`config.mk`:
```
export PLATFORM = sky130hd
export DESIGN_NAME = lsb_payload_extractor_unit
export DESIGN_NICKNAME = d
export VERILOG_FILES = /design/src/rtl/lpe_pkg.sv /design/src/rtl/lpe_parser.sv /design/src/rtl/lpe_out_reg.sv /design/src/rtl/lsb_payload_extractor_unit.sv
export SDC_FILE = /design/constraint.sdc
export NUM_CORES = 1
export LEC_CHECK = 0
export BUFFER_PORTS_ARGS = -buffer_cell sky130_fd_sc_hd__buf_2
export CAP_MARGIN = 30
export CORE_MARGIN = 2
export CORE_UTILIZATION = 52
export CTS_CLUSTER_SIZE = 8
export DETAILED_ROUTE_END_ITERATION = 10
export MAX_ROUTING_LAYER = met4
export PLACE_DENSITY_LB_ADDON = 0.08
export SLEW_MARGIN = 25
export SYNTH_ARGS = -nofsm -noshare
export SYNTH_HDL_FRONTEND = slang
export SYNTH_SLANG_ARGS = --single-unit
```
`constraint.sdc`:
```
create_clock -name clk -period 5.9 [get_ports clk]
set_input_delay 0.59 -clock clk [delete_from_list [all_inputs] [get_ports clk]]
set_output_delay 0.59 -clock clk [all_outputs]
set_load 0.01 [all_outputs]
```
`src/rtl/lpe_pkg.sv`:
```
package lpe_pkg;

  // Fields of one input word, channel byte in the upper bits.
  typedef struct packed {
    logic [7:0] channel_byte;
    logic       frame_start;
  } in_word_t;

  typedef enum logic [2:0] {
    KIND_EXT       = 3'd0,
    KIND_BYTE      = 3'd1,
    KIND_DONE      = 3'd2,
    KIND_BAD_MAGIC = 3'd3,
    KIND_TOO_BIG   = 3'd4,
    KIND_EXT_LONG  = 3'd5
  } kind_t;

  typedef struct packed {
    logic [7:0] byte_value;
    kind_t      kind;
    logic       last;
  } out_word_t;

  localparam logic [31:0] MAGIC_WORD  = 32'h0535_4454;
  localparam logic [7:0]  MAX_EXT_LEN = 8'd10;
  localparam logic [5:0]  WORD_BITS   = 6'd32;
  localparam logic [5:0]  BYTE_BITS   = 6'd8;
  localparam logic [31:0] MAX_PAYLOAD_RESET = 32'hFFFF_FFFF;

endpackage

```
`src/rtl/lpe_parser.sv`:
```
module lpe_parser (
  input  logic              clk,
  input  logic              rst,
  input  logic              cfg_we,
  input  logic [31:0]       cfg_data,
  input  logic              step,
  input  lpe_pkg::in_word_t word,
  output logic              res_valid,
  output lpe_pkg::out_word_t res
);

  typedef enum logic [2:0] {
    PH_MAGIC   = 3'd0,
    PH_SIZE    = 3'd1,
    PH_EXTLEN  = 3'd2,
    PH_EXT     = 3'd3,
    PH_PAYLOAD = 3'd4,
    PH_IDLE    = 3'd5
  } phase_t;

  phase_t      phase, phase_next;
  logic [5:0]  bit_count, bit_count_next;
  logic [31:0] shift_word, shift_word_next;
  logic [3:0]  ext_remaining, ext_remaining_next;
  logic [31:0] bytes_remaining, bytes_remaining_next;
  logic [31:0] max_payload_bytes;

  phase_t      ph;
  logic [5:0]  bc, bc_inc;
  logic [31:0] sw, sw_shift;
  logic [3:0]  er;
  logic [31:0] br;

  always_comb begin
    // A frame start restarts the parser before this word is used.
    ph     = word.frame_start ? PH_MAGIC : phase;
    bc     = word.frame_start ? 6'd0 : bit_count;
    sw     = word.frame_start ? 32'd0 : shift_word;
    er     = word.frame_start ? 4'd0 : ext_remaining;
    br     = word.frame_start ? 32'd0 : bytes_remaining;
    bc_inc = bc + 6'd1;
    sw_shift = {sw[30:0], word.channel_byte[0]};

    phase_next           = ph;
    bit_count_next       = bc;
    shift_word_next      = sw;
    ext_remaining_next   = er;
    bytes_remaining_next = br;
    res_valid            = 1'b0;
    res.byte_value       = 8'd0;
    res.kind             = lpe_pkg::KIND_DONE;
    res.last             = 1'b0;

    if (ph == PH_PAYLOAD && br == 32'd0) begin
      phase_next = PH_IDLE;
      res_valid  = 1'b1;
      res.kind   = lpe_pkg::KIND_DONE;
      res.last   = 1'b1;
    end else if (ph != PH_IDLE) begin
      shift_word_next = sw_shift;
      bit_count_next  = bc_inc;
      case (ph)
        PH_MAGIC: begin
          if (bc_inc >= lpe_pkg::WORD_BITS) begin
            bit_count_next = 6'd0;
            if (sw_shift != lpe_pkg::MAGIC_WORD) begin
              phase_next = PH_IDLE;
              res_valid  = 1'b1;
              res.kind   = lpe_pkg::KIND_BAD_MAGIC;
              res.last   = 1'b1;
            end else begin
              phase_next = PH_SIZE;
            end
          end
        end
        PH_SIZE: begin
          if (bc_inc >= lpe_pkg::WORD_BITS) begin
            bit_count_next       = 6'd0;
            bytes_remaining_next = sw_shift;
            if (sw_shift > max_payload_bytes) begin
              phase_next = PH_IDLE;
              res_valid  = 1'b1;
              res.kind   = lpe_pkg::KIND_TOO_BIG;
              res.last   = 1'b1;
            end else begin
              phase_next = PH_EXTLEN;
            end
          end
        end
        PH_EXTLEN: begin
          if (bc_inc >= lpe_pkg::BYTE_BITS) begin
            bit_count_next = 6'd0;
            if (sw_shift[7:0] > lpe_pkg::MAX_EXT_LEN) begin
              phase_next = PH_IDLE;
              res_valid  = 1'b1;
              res.kind   = lpe_pkg::KIND_EXT_LONG;
              res.last   = 1'b1;
            end else begin
              ext_remaining_next = sw_shift[3:0];
              if (sw_shift[7:0] != 8'd0) begin
                phase_next = PH_EXT;
              end else if (br == 32'd0) begin
                phase_next = PH_IDLE;
                res_valid  = 1'b1;
                res.kind   = lpe_pkg::KIND_DONE;
                res.last   = 1'b1;
              end else begin
                phase_next = PH_PAYLOAD;
              end
            end
          end
        end
        PH_EXT: begin
          if (bc_inc >= lpe_pkg::BYTE_BITS) begin
            bit_count_next     = 6'd0;
            ext_remaining_next = er - 4'd1;
            if (er == 4'd1) begin
              phase_next = PH_PAYLOAD;
            end
            res_valid      = 1'b1;
            res.byte_value = sw_shift[7:0];
            res.kind       = lpe_pkg::KIND_EXT;
          end
        end
        PH_PAYLOAD: begin
          if (bc_inc >= lpe_pkg::BYTE_BITS) begin
            bit_count_next       = 6'd0;
            bytes_remaining_next = br - 32'd1;
            res_valid            = 1'b1;
            res.byte_value       = sw_shift[7:0];
            res.kind             = lpe_pkg::KIND_BYTE;
            if (br == 32'd1) begin
              phase_next = PH_IDLE;
              res.last   = 1'b1;
            end
          end
        end
        default: begin
          phase_next = PH_IDLE;
        end
      endcase
    end
  end

  always_ff @(posedge clk) begin
    if (rst) begin
      phase             <= PH_MAGIC;
      bit_count         <= 6'd0;
      shift_word        <= 32'd0;
      ext_remaining     <= 4'd0;
      bytes_remaining   <= 32'd0;
      max_payload_bytes <= lpe_pkg::MAX_PAYLOAD_RESET;
    end else begin
      if (cfg_we) begin
        max_payload_bytes <= cfg_data;
      end
      if (step) begin
        phase           <= phase_next;
        bit_count       <= bit_count_next;
        shift_word      <= shift_word_next;
        ext_remaining   <= ext_remaining_next;
        bytes_remaining <= bytes_remaining_next;
      end
    end
  end

endmodule

```
`src/rtl/lpe_out_reg.sv`:
```
module lpe_out_reg (
  input  logic               clk,
  input  logic               rst,
  input  logic               load,
  input  logic               res_valid,
  input  lpe_pkg::out_word_t res,
  output logic               free,
  output logic               out_valid,
  input  logic               out_ready,
  output lpe_pkg::out_word_t out_data
);

  // The slot can take a new result when empty or being drained now.
  assign free = !out_valid || out_ready;

  always_ff @(posedge clk) begin
    if (rst) begin
      out_valid <= 1'b0;
    end else if (load) begin
      out_valid <= res_valid;
    end else if (out_ready) begin
      out_valid <= 1'b0;
    end
  end

  always_ff @(posedge clk) begin
    if (load && res_valid) begin
      out_data <= res;
    end
  end

endmodule

```
`src/rtl/lsb_payload_extractor_unit.sv`:
```
// The input word is first registered in the hold register; its result is loaded
// into the output register when the parser steps on that word, which waits until
// the output register is free, and the result leaves from there.
// Throughput: one input word per cycle, sustained while the output side keeps up.
// Each word yields zero or one result, held in a single output register.
// Reset (rst, synchronous, active high) empties both word registers, returns the
// parser to the magic phase and sets max_payload_bytes to all ones.
module lsb_payload_extractor_unit (
  input  logic               clk,
  input  logic               rst,
  input  logic               in_valid,
  output logic               in_ready,
  input  lpe_pkg::in_word_t  in_data,
  output logic               out_valid,
  input  logic               out_ready,
  output lpe_pkg::out_word_t out_data,
  input  logic               cfg_valid,
  output logic               cfg_ready,
  input  logic [31:0]        cfg_data
);

  // The input register holds one word. It is handed to the parser as soon
  // as the output register has room for whatever result that word causes,
  // so a fresh word may enter in the same cycle the held one is consumed.
  logic              hold_valid;
  lpe_pkg::in_word_t hold_word;
  logic              out_free;
  logic              step;
  logic              res_valid;
  lpe_pkg::out_word_t res;

  assign step      = hold_valid && out_free;
  assign in_ready  = !hold_valid || step;
  // The limit register is a plain flop, so a write is always taken at once.
  assign cfg_ready = 1'b1;

  always_ff @(posedge clk) begin
    if (rst) begin
      hold_valid <= 1'b0;
    end else if (in_ready) begin
      hold_valid <= in_valid;
    end
  end

  always_ff @(posedge clk) begin
    if (in_valid && in_ready) begin
      hold_word <= in_data;
    end
  end

  // The parser advances by at most one bit on each step and decides the result
  // word combinationally from its state and the held word.
  lpe_parser u_parser (
    .clk       (clk),
    .rst       (rst),
    .cfg_we    (cfg_valid && cfg_ready),
    .cfg_data  (cfg_data),
    .step      (step),
    .word      (hold_word),
    .res_valid (res_valid),
    .res       (res)
  );

  // The output register parts the two sides so that a waiting result does
  // not stop the next word from being accepted into an empty input register.
  lpe_out_reg u_out (
    .clk       (clk),
    .rst       (rst),
    .load      (step),
    .res_valid (res_valid),
    .res       (res),
    .free      (out_free),
    .out_valid (out_valid),
    .out_ready (out_ready),
    .out_data  (out_data)
  );

endmodule

```
**After elaboration in Yosys (flattened, before gate mapping)**

Cells that the tools add are included.

- Add/sub/neg operators: 3
- Magnitude comparators: 4
- Eq/ne operators: 8
- Muxes and demuxes: 67
- Bitwise gates (word level): 1
- Reductions and logical operators: 16

Operators by type and width:

| kind | count |
|---|---|
| 32-bit two-way mux | 8 |
| 32-bit one-hot mux with 2 select lines | 1 |
| 4-bit two-way mux | 12 |
| 3-bit two-way mux | 14 |
| 32-bit by 1-bit == test with 1-bit output, second input constant | 1 |
| 32-bit > comparator | 1 |
| 32-bit zero test | 1 |
| 32-bit by 27-bit inequality test with 1-bit output, second input constant | 1 |
| 32-bit by 1-bit subtractor with 32-bit output, second input constant | 1 |
| 6-bit two-way mux | 5 |
| 3-bit one-hot mux with 5 select lines | 2 |
| 1-bit two-way mux | 17 |
| 8-bit one-hot mux with 2 select lines | 1 |
| 12-bit two-way mux | 1 |
| 6-bit one-hot mux with 2 select lines | 1 |
| 11-bit two-way mux | 1 |
| 8-bit by 4-bit > comparator with 1-bit output, second input constant | 1 |
| 1-bit one-hot mux with 4 select lines | 2 |
| 4-bit one-hot mux with 2 select lines | 1 |
| 8-bit nonzero test | 1 |
| 6-bit by 1-bit adder with 6-bit output, second input constant | 1 |
| 3-bit by 2-bit == test with 1-bit output, second input constant | 2 |
| 6-bit by 4-bit greater-or-equal comparator with 1-bit output, second input constant | 1 |
| 6-bit greater-or-equal comparator, second input constant | 1 |
| 14 further kinds | 21 |

- Register bits after elaboration: 125
- Input port bits: 46
- Output and inout port bits: 15
- Word-level logic and storage cells: 112

**Longest topological paths before layout**

- Word-level depth: 10
- Depth in mapped cells: 14

**Modules after synthesis**

Synthesis repeated with hierarchy kept, for this count alone.

- Cells, all modules: 908
- Area, all modules: 7644.8 µm²

By module, submodules not included:

| module | times used | cells each | area each (µm²) |
|---|---|---|---|
| lpe_parser | 1 | 874 | 6880.3 |
| lpe_out_reg | 1 | 17 | 420.4 |
| lsb_payload_extractor_unit | 1 | 17 | 344.1 |

**Worst setup path before layout**

No wires, ideal clock.

- Path kind: register to register
- Start point: reg hold_word[0] (netlist bit)
- End point: reg u_out.out_data[0] (netlist name)
- Library setup time: 0.385 ns
- Arrival: 3.664 ns
- Data required time: 5.515 ns
- Slack: 1.852 ns
- Stages on the path, launching flop included: 14
- Path buffers: 4
- Clock period less this slack: 4.048 ns
- Cell sequence: edfxtp_1 clkbuf_1 clkbuf_1 clkbuf_1 clkbuf_1 nor2b_1 ha_1 nand4_1 nor4_1 a41oi_1 a31oi_1 o21ai_0 o32a_1 a21oi_1

- Word-level cells in the longest chain between the ends: 10
- Elaborated cells on any way between the ends: 33
- Classes of those cells: add/sub: 1; order compare: 4; eq/ne: 6; mux: 16; reduce/logical: 6

Ends and longest elaborated chain:

| what | line | source |
|---|---|---|
| start, declared | lsb_payload_extractor_unit.sv:26 | `lpe_pkg::in_word_t hold_word;` |
| start signal, assigned | lsb_payload_extractor_unit.sv:47 | `hold_word <= in_data;` |
| branches (longest 8 deep; another with 6-bit by 1-bit adder with 6-bit output) | - |  |
| 1-bit two-way mux (*) | lpe_parser.sv:54 | `if (ph == PH_PAYLOAD && br == 32'd0) begin` |
| 1-bit logical AND (*) | lpe_out_reg.sv:27 | `if (load && res_valid) begin` |

Mark *: on every way between the ends.
A chain may end at the register's enable or synchronous reset.

**Final worst setup path**

- Start point: reg hold_word[0] (netlist bit)
- End point: reg u_parser.bytes_remaining[26]

- Word-level cells in the longest chain between the ends: 7
- Elaborated cells on any way between the ends: 18
- Classes of those cells: add/sub: 2; order compare: 2; eq/ne: 3; mux: 9; reduce/logical: 2

Ends and longest elaborated chain:

| what | line | source |
|---|---|---|
| 6-bit two-way mux | lpe_parser.sv:37 | `bc = word.frame_start ? 6'd0 : bit_count;` |
| 6-bit by 1-bit adder with 6-bit output | lpe_parser.sv:41 | `bc_inc = bc + 6'd1;` |
| 6-bit by 4-bit greater-or-equal comparator with 1-bit output or 6-bit greater-or-equal comparator (tied branches) | lpe_parser.sv:126, lpe_parser.sv:77 |  |
| 32-bit two-way mux (on tied branches) | lpe_parser.sv:126, lpe_parser.sv:77 |  |
| 32-bit one-hot mux with 2 select lines | lpe_parser.sv:62 | `case (ph)` |
| 32-bit two-way mux | lpe_parser.sv:59 | `end else if (ph != PH_IDLE) begin` |
| 32-bit two-way mux (*) | lpe_parser.sv:54 |  |
| end signal, assigned | lpe_parser.sv:162 | `bytes_remaining <= bytes_remaining_next;` |
| end, declared | lpe_parser.sv:25 | `logic [31:0] bytes_remaining, bytes_remaining_next;` |

Mark *: on every way between the ends. The rest lies on a longest branch, timed or not.

==> flow_metrics.env <==
export IMPL_status="completed"
export IMPL_syn_inst=929
export IMPL_drt_total_wl_um=21400
export IMPL_drtPass1Iterations=5
export IMPL_min_period_ns=4.27
export IMPL_critPathLaunchType="flip-flop"
export IMPL_dp_cells=1113
export IMPL_die_area_mm2=0.0150
export IMPL_chipWidth_um=122
export IMPL_root_buffer="clkbuf_16"
export IMPL_h_tree_depth=4
export IMPL_power_leakage_nw=3.39
export IMPL_drive_gt1_share_pct=11.8
export IMPL_placed_area_mm2=0.00764
export IMPL_muxShareOfSynthArea_pct=1.79
export IMPL_drc=0
export IMPL_post_place_ws_ns=1.82
export IMPL_cts_resized=0
export IMPL_period_share_pct=72.3
export IMPL_synth_top_area_share_pct=30.2
export IMPL_cts_hold_buffers=0
export IMPL_path_clk_slew_ns=0.05
export IMPL_synth_top_family_by_area="simple AND/OR/NAND/NOR gates"
export IMPL_drv_cap=0
export IMPL_core_area_mm2=0.0138
export IMPL_whs_ns=0.360
export IMPL_hold_class="primary input to flip-flop"
export IMPL_grt_pass1_wl_um=34300
export IMPL_min_path_cells=1
export IMPL_track_usage_pct=30.2
export IMPL_endpoint_kind="flip-flop"
export IMPL_antenna_found_initial=0
export IMPL_ios=61
export IMPL_die_height_um=122
export IMPL_insertion_delay_ns=0.42
export IMPL_ys_seq_area_share_pct=36.0
export IMPL_cts_tree="yes"
export IMPL_start_util_pct=52.9
export IMPL_fin_tns_setup_ns=0
export IMPL_powerDensity_mw_per_mm2=255
export IMPL_grt_overflow=0
export IMPL_crit_type="flip-flop to flip-flop"
export IMPL_synth_edf_count=14
export IMPL_syn_avg_cell_area_um2=7.84
export IMPL_viasPerCell=6.17
export IMPL_syn_area_mm2=0.00728
export IMPL_diodes=0
export IMPL_cts_path_max_buffers=2
export IMPL_dp_hpwl_um=15000
export IMPL_clock_sinks=124
export IMPL_synthMostInstantiatedCell="nand2_1"
export IMPL_area_growth_synth_to_final_pct=13.4
export IMPL_netlist_top_cells_count="nand2_1, dfxtp_1, a21oi_1"
export IMPL_detail_route_wl_per_cell_um=18.7
export IMPL_grt_setup_unrepaired="false"
export IMPL_worst_pin_slew_ns=1.00
export IMPL_fin_skew_ns=0.00889
export IMPL_synth_distinct_cells=74
export IMPL_gp_congestion=0.907
export IMPL_grt_pass1_vias=6693
export IMPL_synth_flop_cell="dfxtp_1"
export IMPL_final_net_count=1035
export IMPL_final_cells=1146
export IMPL_synth_compound_area_share_pct=22.0
export IMPL_slew_headroom_pct=33.1
export IMPL_r2r_cells=11
export IMPL_cts_buffers=17
export IMPL_synthAdderAreaFrac_pct=6.18
export IMPL_peakVddDrop_uv=199
export IMPL_max_clock_freq_ghz=0.234
export IMPL_stdcell_area_mm2=0.00826
export IMPL_antenna_left=0
export IMPL_cp_max_fo=31
export IMPL_slew_viol_final=0
export IMPL_yosysWarnings=0
export IMPL_synth_xor_area_share_pct=2.16
export IMPL_rows=43
export IMPL_setup_ws_ns=1.63
export IMPL_cp_data_arrival_time_ns=4.56
export IMPL_synth_top_cell_by_area="dfxtp_1"
export IMPL_async_flop_share_pct=0
export IMPL_cts_setup_buffers=0
export IMPL_first_iter_violations=663
export IMPL_setup_viol_count_final=0
export IMPL_synth_area_leaders="dfxtp_1, nand2_1, ha_1, edfxtp_1, a21oi_1"
export IMPL_portBuffers=52
export IMPL_vias=7069
export IMPL_mappedNetlistNets=1011
export IMPL_synth_simple_area_share_pct=26.3
export IMPL_grt_max_degree=63
export IMPL_fillerInstances=1262
export IMPL_hold_violations=0
export IMPL_ys_ff_latch=124
export IMPL_worst_endpoint_required_ns=6.20
-- cell usage in the layout (no fill, tap or decap), types with 25 or more instances in the layout --
master and count:
inv_1 40, o211ai_1 34, nor3_1 25, ha_1 36, nand2_1 147, buf_2 52, nor2b_1 35, a21oi_1 71
o21ai_0 45, dfxtp_1 110, nor2_1 64
-- sequential cells by signal, indices dropped and copies added (netlist names) --
register / cells
u_parser.bytes_remaining: 32
u_parser.max_payload_bytes: 32
u_parser.shift_word: 31
u_out.out_data: 12
u_parser.bit_count: 6
u_parser.ext_remaining: 4
u_parser.phase: 3
hold_word: 2
hold_valid: 1
u_out.out_valid: 1
-- worst max-delay path: stages (launching register included) --
cell       delay (ns)
edfxtp_1         0.58
buf_8            0.25
buf_4            0.25
nor2b_1          0.20
ha_1             0.21
nand3_1          0.20
xor2_1           0.23
a21oi_2          0.73
nand4_1          0.46
a2111oi_0        0.54
o21ai_0          0.15
a221o_1          0.33
-- layer usage --
metal	track usage, %	wire, um
met5	-	0
met4	9.48	496
met3	5.76	1350
met2	49.3	10200
met1	37.9	9410
-- path summary, 6_finish.rpt --
check	start	endpoint	slack [ns]
worst min register to register	u_parser.ext_remaining[0]	u_parser.ext_remaining[0]	0.46
worst max-delay path	hold_word[0]	u_parser.bytes_remaining[26]	1.63
worst min-delay path	in_data[1]	hold_word[1]	0.36
worst max register to register	hold_word[0]	u_parser.bytes_remaining[26]	1.63
-- layout make-up --
type / count / area, um2 / area share, %
multi-input cells: 703 / 4270 / 51.7
clock buffers: 24 / 523 / 6.33
repair buffers: 66 / 385 / 4.67
inverters: 41 / 154 / 1.86
flip-flops and latches: 124 / 2620 / 31.8
clock inverters: 8 / 77.6 / 0.939
well taps: 180 / 225 / 2.73
-- metrics by stage --
stage | utilization (%) | total power, W
2_1_floorplan | - | 0.00101
3_3_place_gp | 55.3 | 0.00106
3_5_place_dp | 55.5 | 0.00107
4_1_cts | 59.8 | 0.00211
5_1_grt | 60.0 | 0.00218
6_report | 60.0 | 0.00210
-- logic make-up (layout without fill, tap and decap cells) --
group	count (synthesis)	count (layout)
AND/OR/NAND/NOR	390	390
AO/OA/AOI/OAI	245	245
flip-flops	124	124
buffers and inverters	102	139
adder cells (fa/ha/maj)	36	36
XOR/XNOR	18	18
multiplexers	13	13
other	1	1
-- power breakdown --
| part | total [W] | switching [W] | internal [W] |
|---|---|---|---|
| combinational | 0.000163 | 0.000110 | 0.0000532 |
| sequential | 0.000890 | 0.0000170 | 0.000873 |
| clock | 0.00105 | 0.000389 | 0.000661 |
(Power assumes the default switching activity.)
